[src/rtl/core/b64d_pkg.sv]
`timescale 1ns / 1ps
// ----------------------------------------------------------------------------
// b64d_pkg: shared types and constants of the base64 stream decoder
// character codes of the alphabet edges, sextet constants and the records
// passed between the decode step and the top level
// ----------------------------------------------------------------------------
package b64d_pkg;

  localparam logic [7:0] CHAR_PLUS    = 8'h2B;  // '+'
  localparam logic [7:0] CHAR_SLASH   = 8'h2F;  // '/'
  localparam logic [7:0] CHAR_NINE    = 8'h39;  // '9'
  localparam logic [7:0] CHAR_PAD     = 8'h3D;  // '='
  localparam logic [7:0] CHAR_UPPER_A = 8'h41;  // 'A'
  localparam logic [7:0] CHAR_UPPER_Z = 8'h5A;  // 'Z'
  localparam logic [7:0] CHAR_LOWER_Z = 8'h7A;  // 'z'

  // digits: code - ('0' - 52), i.e. code + 4 mod 256
  localparam logic [7:0] DIGIT_ADD    = 8'd4;
  // lower case: code - ('a' - 26)
  localparam logic [7:0] LOWER_SUB    = 8'd71;

  localparam logic [7:0] SEXTET_PLUS  = 8'd62;
  localparam logic [7:0] SEXTET_SLASH = 8'd63;

  // decoder state carried between items
  typedef struct packed {
    logic [2:0][7:0] held;   // held sextet codes, all 8 bits kept
    logic [1:0]      cnt;    // number of held sextets
    logic            pad;    // padding sign seen
    logic            bad;    // character above 'z' seen
  } b64d_state_t;

  // results caused by one item
  typedef struct packed {
    logic [2:0][7:0] bytes;
    logic [1:0]      n_res;     // 1 to 3 results
    logic            has_bytes; // 0: one flag-only result
    logic            fin;
    logic            stray;
    logic            dangling;
    logic            bad;
  } b64d_group_t;

endpackage

[src/rtl/core/b64d_step.sv]
`timescale 1ns / 1ps
// ----------------------------------------------------------------------------
// b64d_step: decode step for one character
// maps the character to a sextet, updates the held state and forms the
// result group for the item
// ----------------------------------------------------------------------------
module b64d_step (
  input  b64d_pkg::b64d_state_t st,
  input  logic [7:0]            char_code,
  input  logic                  final_char,
  output b64d_pkg::b64d_state_t st_next,
  output b64d_pkg::b64d_group_t grp,
  output logic                  produces
);

  logic [7:0]      sextet;
  logic            bad_char;
  logic            full;
  logic [2:0][7:0] h;

  // mapping chain, first match wins
  always_comb begin
    bad_char = 1'b0;
    if (char_code == b64d_pkg::CHAR_PLUS) begin
      sextet = b64d_pkg::SEXTET_PLUS;
    end else if (char_code == b64d_pkg::CHAR_SLASH) begin
      sextet = b64d_pkg::SEXTET_SLASH;
    end else if (char_code <= b64d_pkg::CHAR_NINE) begin
      sextet = char_code + b64d_pkg::DIGIT_ADD;
    end else if (char_code <= b64d_pkg::CHAR_UPPER_Z) begin
      sextet = char_code - b64d_pkg::CHAR_UPPER_A;
    end else if (char_code <= b64d_pkg::CHAR_LOWER_Z) begin
      sextet = char_code - b64d_pkg::LOWER_SUB;
    end else begin
      sextet   = 8'd0;
      bad_char = 1'b1;
    end
  end

  always_comb begin
    st_next = st;
    full    = 1'b0;
    if (!st.pad) begin
      if (char_code == b64d_pkg::CHAR_PAD) begin
        st_next.pad = 1'b1;
      end else begin
        if (bad_char) st_next.bad = 1'b1;
        if (st.cnt == 2'd3) begin
          full        = 1'b1;
          st_next.cnt = 2'd0;
        end else begin
          st_next.held[st.cnt] = sextet;
          st_next.cnt          = st.cnt + 2'd1;
        end
      end
    end

    h = st_next.held;
    grp.bytes[0]  = {h[0][5:0], 2'b00} | {4'b0000, h[1][7:4]};
    grp.bytes[1]  = {h[1][3:0], 4'b0000} | {2'b00, h[2][7:2]};
    grp.bytes[2]  = {h[2][1:0], 6'b000000} | sextet;
    grp.fin       = final_char;
    grp.bad       = st_next.bad;
    grp.n_res     = 2'd1;
    grp.has_bytes = 1'b0;
    grp.stray     = 1'b0;
    grp.dangling  = 1'b0;

    if (full) begin
      grp.n_res     = 2'd3;
      grp.has_bytes = 1'b1;
    end else if (final_char) begin
      unique case (st_next.cnt)
        2'd1: grp.dangling = 1'b1;
        2'd2: begin
          grp.has_bytes = 1'b1;
          grp.stray     = |h[1][3:0];
        end
        2'd3: begin
          grp.n_res     = 2'd2;
          grp.has_bytes = 1'b1;
          grp.stray     = |h[2][1:0];
        end
        default: grp.n_res = 2'd1;
      endcase
    end

    produces = full | final_char;

    // the final character returns the decoder to its reset state
    if (final_char) st_next = '0;
  end

endmodule

[src/rtl/core/base64_stream_decoder.sv]
`timescale 1ns / 1ps
// ----------------------------------------------------------------------------
// base64_stream_decoder: streaming base64 text to byte decoder
// one character per item in, decoded bytes out one per result item
// ----------------------------------------------------------------------------
// A character is taken into an input register and decoded in the next cycle
// against the held sextets; every fourth mapped character yields three
// results, the final character yields its tail bytes (or one flag-only result
// with byte_valid low), other characters yield none. The first '=' of a
// string stops decoding until the final character, which resets the decoder
// for the next string. Items are taken one per cycle as long as the result
// side keeps up: the result register holds the results of one item and sends
// them one per cycle while out_ready is high, so an item with results waits
// only while an earlier group is still being sent. An accepted item passes the
// input register and then the result register before its first result.
module base64_stream_decoder (
  input  logic       clk,
  input  logic       rst,
  // character items
  input  logic       in_valid,
  output logic       in_ready,
  input  logic [7:0] char_code,
  input  logic       final_char,
  // result items
  output logic       out_valid,
  input  logic       out_ready,
  output logic [7:0] data_byte,
  output logic       byte_valid,
  output logic       run_last,
  output logic       stream_end,
  output logic       stray_bits,
  output logic       dangling_char,
  output logic       bad_char_seen
);

  // input register
  logic       ir_valid;
  logic [7:0] ir_char;
  logic       ir_final;

  // decoder state
  b64d_pkg::b64d_state_t st;
  b64d_pkg::b64d_state_t st_next;

  // result register
  b64d_pkg::b64d_group_t grp;
  b64d_pkg::b64d_group_t grp_next;
  logic                  grp_valid;
  logic [1:0]            idx;

  logic produces;
  logic grp_last;
  logic grp_free;
  logic advance;

  b64d_step u_step (
    .st         (st),
    .char_code  (ir_char),
    .final_char (ir_final),
    .st_next    (st_next),
    .grp        (grp_next),
    .produces   (produces)
  );

  // the current result is the last of the held group
  assign grp_last = (idx == grp.n_res - 2'd1);
  assign grp_free = !grp_valid || (out_ready && grp_last);
  // an item that causes no result never waits on the result side
  assign advance  = ir_valid && (!produces || grp_free);
  assign in_ready = !ir_valid || advance;

  // input register
  always_ff @(posedge clk) begin
    if (rst) begin
      ir_valid <= 1'b0;
    end else if (in_ready) begin
      ir_valid <= in_valid;
    end
    if (in_ready && in_valid) begin
      ir_char  <= char_code;
      ir_final <= final_char;
    end
  end

  // decoder state moves on each time an item leaves the input register
  always_ff @(posedge clk) begin
    if (rst) begin
      st <= '0;
    end else if (advance) begin
      st <= st_next;
    end
  end

  // result register, sent one result per cycle while out_ready is high
  always_ff @(posedge clk) begin
    if (rst) begin
      grp_valid <= 1'b0;
      idx       <= 2'd0;
    end else if (advance && produces) begin
      grp_valid <= 1'b1;
      idx       <= 2'd0;
    end else if (grp_valid && out_ready) begin
      if (grp_last) begin
        grp_valid <= 1'b0;
        idx       <= 2'd0;
      end else begin
        idx <= idx + 2'd1;
      end
    end
    if (advance && produces) grp <= grp_next;
  end

  always_comb begin
    case (idx)
      2'd0:    data_byte = grp.bytes[0];
      2'd1:    data_byte = grp.bytes[1];
      2'd2:    data_byte = grp.bytes[2];
      default: data_byte = 8'd0;
    endcase
    // flag-only result carries a zero byte
    if (!grp.has_bytes) data_byte = 8'd0;
  end

  assign out_valid     = grp_valid;
  assign byte_valid    = grp.has_bytes;
  assign run_last      = grp_last;
  assign stream_end    = grp.fin;
  assign stray_bits    = grp.stray;
  assign dangling_char = grp.dangling;
  assign bad_char_seen = grp.bad;

endmodule

[config.mk]
export PLATFORM = sky130hd
export DESIGN_NAME = base64_stream_decoder
export DESIGN_NICKNAME = d
export VERILOG_FILES = /design/src/rtl/core/b64d_pkg.sv /design/src/rtl/core/b64d_step.sv /design/src/rtl/core/base64_stream_decoder.sv
export SDC_FILE = /design/constraint.sdc
export NUM_CORES = 1
export LEC_CHECK = 0
export ABC_AREA = 1
export BUFFER_PORTS_ARGS = -buffer_cell sky130_fd_sc_hd__buf_2
export CAP_MARGIN = 20
export CORE_MARGIN = 3
export CORE_UTILIZATION = 30
export CTS_CLUSTER_DIAMETER = 80
export CTS_CLUSTER_SIZE = 40
export DETAILED_ROUTE_END_ITERATION = 7
export PLACE_DENSITY = 0.56
export REMOVE_ABC_BUFFERS = 1
export SKIP_CTS_REPAIR_TIMING = 1
export SLEW_MARGIN = 20
export SYNTH_ARGS = -nofsm -noshare
export SYNTH_HDL_FRONTEND = slang
export SYNTH_SLANG_ARGS = --single-unit
[constraint.sdc]
create_clock -name clk -period 2.7 [get_ports clk]
set_input_delay 0.27 -clock clk [delete_from_list [all_inputs] [get_ports clk]]
set_output_delay 0.27 -clock clk [all_outputs]
set_load 0.005 [all_outputs]
==> results.cfg <==
[final_layout]
area_delta_synth_final_pct = 16.1
antenna_cells = 0
instances_no_fill = 705
nets = 558
drive_above_1_share_pct = 18.6

[timing]
worst_pin_slew_ns = 0.465
rsz0062_at_grt = no
fin_tns_setup_ns = 0
fin_crit_sh_pct = 89.5
finalMaxSlewViolations = 0
slew_headroom_pct = 68.9
fmax_mhz = 414
finalHoldViolCount = 0
setup_viol_count_final = 0
clock_skew_ns = 0.00846
period_needed_ns = 2.42

[global_routing]
grt_pass1_wl_um = 15800
antenna_found_initial = 0
grtUsageTotal_pct = 13.7
grt_start_max_net_pins = 28
grt_pass1_vias = 3154
grt-ovfl-total = 0

[critical_path]
max_stage_delay_ns = 0.50
critPathSlowestCell = edfxtp_1
cp_cell_sequence = buf_4 > ha_1 > nand3_2 > nor2_4 > nor2_4 > inv_4 > nor2_8 > nand2_4 > inv_2 > nand3_1 > nand2_1 > nand3_1 > nand2_1 > inv_1
crit_fanout = 12
cp-end-kind = register
cp_data_arrival_time_ns = 2.52
crit_family = simple AND/OR/NAND/NOR gates
path_class = register to register
path_buf_inv = 4
required_ns = 2.80
start_kind = register

[placed_design]
dp_cells = 686
dp_hpwl_um = 7220
place_congestion = 0.878
numPortBuffers = 28

[route]
antenna_left = 0
wl_per_cell_um = 13.3
drc = 0
vias_per_cell = 4.55
drt-pass1-iter-count = 4
drt_iter0_drc = 170
vias = 3206
routed_wl_um = 9400

[cts]
clockBufferDepth = 2
root_buffer = clkbuf_16
cts_tree = yes
clk_pin_slew_ns = 0.06
cts_buffers = 9
clock-sinks = 70
h-tree-depth = 3
clk_latency_ns = 0.34

[outcome]
outcome = finished clean

[synth]
synthArstFlopShare_pct = 0
seq_area_frac_synth_pct = 44.7
syn_area_um2 = 4030
ys.warnings.count = 0
syn_inst = 492
synth_edf_count = 40
ys_ff_latch = 70
synth_ff_type = edfxtp_1
synth_cell_types = 37
synth_area_per_cell_um2 = 8.20

[die]
std_cell_rows = 41
ios = 29
die_x_um = 122
core_region_area_um2 = 12900
die_y_um = 122
start_util_pct = 31.3
die-area_um2 = 14900

[hold_path]
holdCritPathClass = input port to register

[flow_run]
max-cap-violations = 0

[power_and_ir_drop]
peakVddDrop_mv = 0.329
power_density_nw_per_um2 = 560
power.leakage_nw = 2.00
## metal layers
layer	GRT usage [%]	share of wire, %	vias to the layer above
met5	0	0	-
met2	21.9	47	60
met1	18.4	48	1458
met3	2.79	3.3	17
met4	4.90	2.0	0
li1	-	-	1671
## state kept, by name, summed over array words and instances, names as in the netlist
| register | cells |
|---|---|
| bad_char_seen | 1 |
| st | 26 |
| dangling_char | 1 |
| byte_valid | 1 |
| stray_bits | 1 |
| stream_end | 1 |
| grp | 26 |
| idx | 2 |
| out_valid | 1 |
| ir_valid | 1 |
| ir_char | 8 |
| ir_final | 1 |
## per-stage QoR
stage / utilization [%] / hold WS [ns] / power [mW] / setup WS [ns] / cell area (um^2)
after floorplan: - / 0.332 / 1.40 / 0.120 / 3930
after global placement: 34.0 / 0.448 / 1.51 / 0.321 / 4370
after detailed placement: 34.0 / 0.448 / 1.51 / 0.290 / 4370
after CTS: 36.2 / 0.0923 / 2.65 / 0.286 / 4660
after global routing: 36.4 / 0.102 / 2.75 / 0.0332 / 4680
final: 36.4 / 0.106 / 2.62 / 0.283 / 4680
## path summary, 6_finish.rpt
check	from	end	slack, ns	cells past startpoint
worst max-delay path	ir_char[2]	stray_bits	0.28	14
worst min register to register	st[20]	st[20]	0.47	2
worst max register to register	ir_char[2]	stray_bits	0.28	14
worst min-delay path	char_code[5]	ir_char[5]	0.11	1
## layout by cell type (no fill, tap or decap), drive strengths merged
cell	instances
nand2	164
nand3	53
inv	52
edfxtp	40
buf	39
nor2	35
a21oi	35
dfxtp	30
ha	17
or2	15
o21ai	14
clkbuf	9
and2	8
xor2	6
nand4	3
a22oi	3
xnor2	2
o21a	2
clkinvlp	2
nor3	1
nor3b	1
o21bai	1
clkinv	1
## power breakdown
part	leakage [nW]	internal, mW	total, mW	switching (mW)
clock network	0.135	0.639	1.14	0.496
registers	0.610	1.17	1.20	0.0266
logic	1.25	0.101	0.290	0.189
## area by class of cell
| type | count | area, um^2 |
|---|---|---|
| clock buffers | 9 | 225 |
| clock inverters | 7 | 61.3 |
| fillers | 1325 | 8200 |
| inverters | 48 | 185 |
| multi-input cells | 360 | 1940 |
| flip-flops and latches | 70 | 1800 |
| well taps | 172 | 215 |
| repair buffers | 39 | 248 |
## synthesized netlist by cell type (4+ instances only)
library cell,n,area (um^2)
nand3_2,9,90.1
inv_1,44,165
nand3_1,44,220
ha_1,17,213
nor2_1,28,105
nor2_4,4,45.0
nand2_1,156,586
xor2_1,6,52.6
and2_1,8,50.1
or2_2,7,43.8
dfxtp_1,30,601
nand2_2,4,25.0
a21oi_1,27,135
buf_4,4,30.0
edfxtp_1,40,1200
clkbuf_1,5,18.8
nand2_4,4,45.0
a21oi_2,8,70.1
o21ai_0,12,60.1
or2_1,5,31.3
## cell families after synthesis
logic type	count (synthesis)	share of synthesized area (%)
simple gates	280	33.2
xor+xnor	8	1.74
buf+inv	62	7.11
compound gates	55	8.04
fa+ha+maj	17	5.27
flops	70	44.7
No activity file was read; power rests on OpenSTA's default activity.
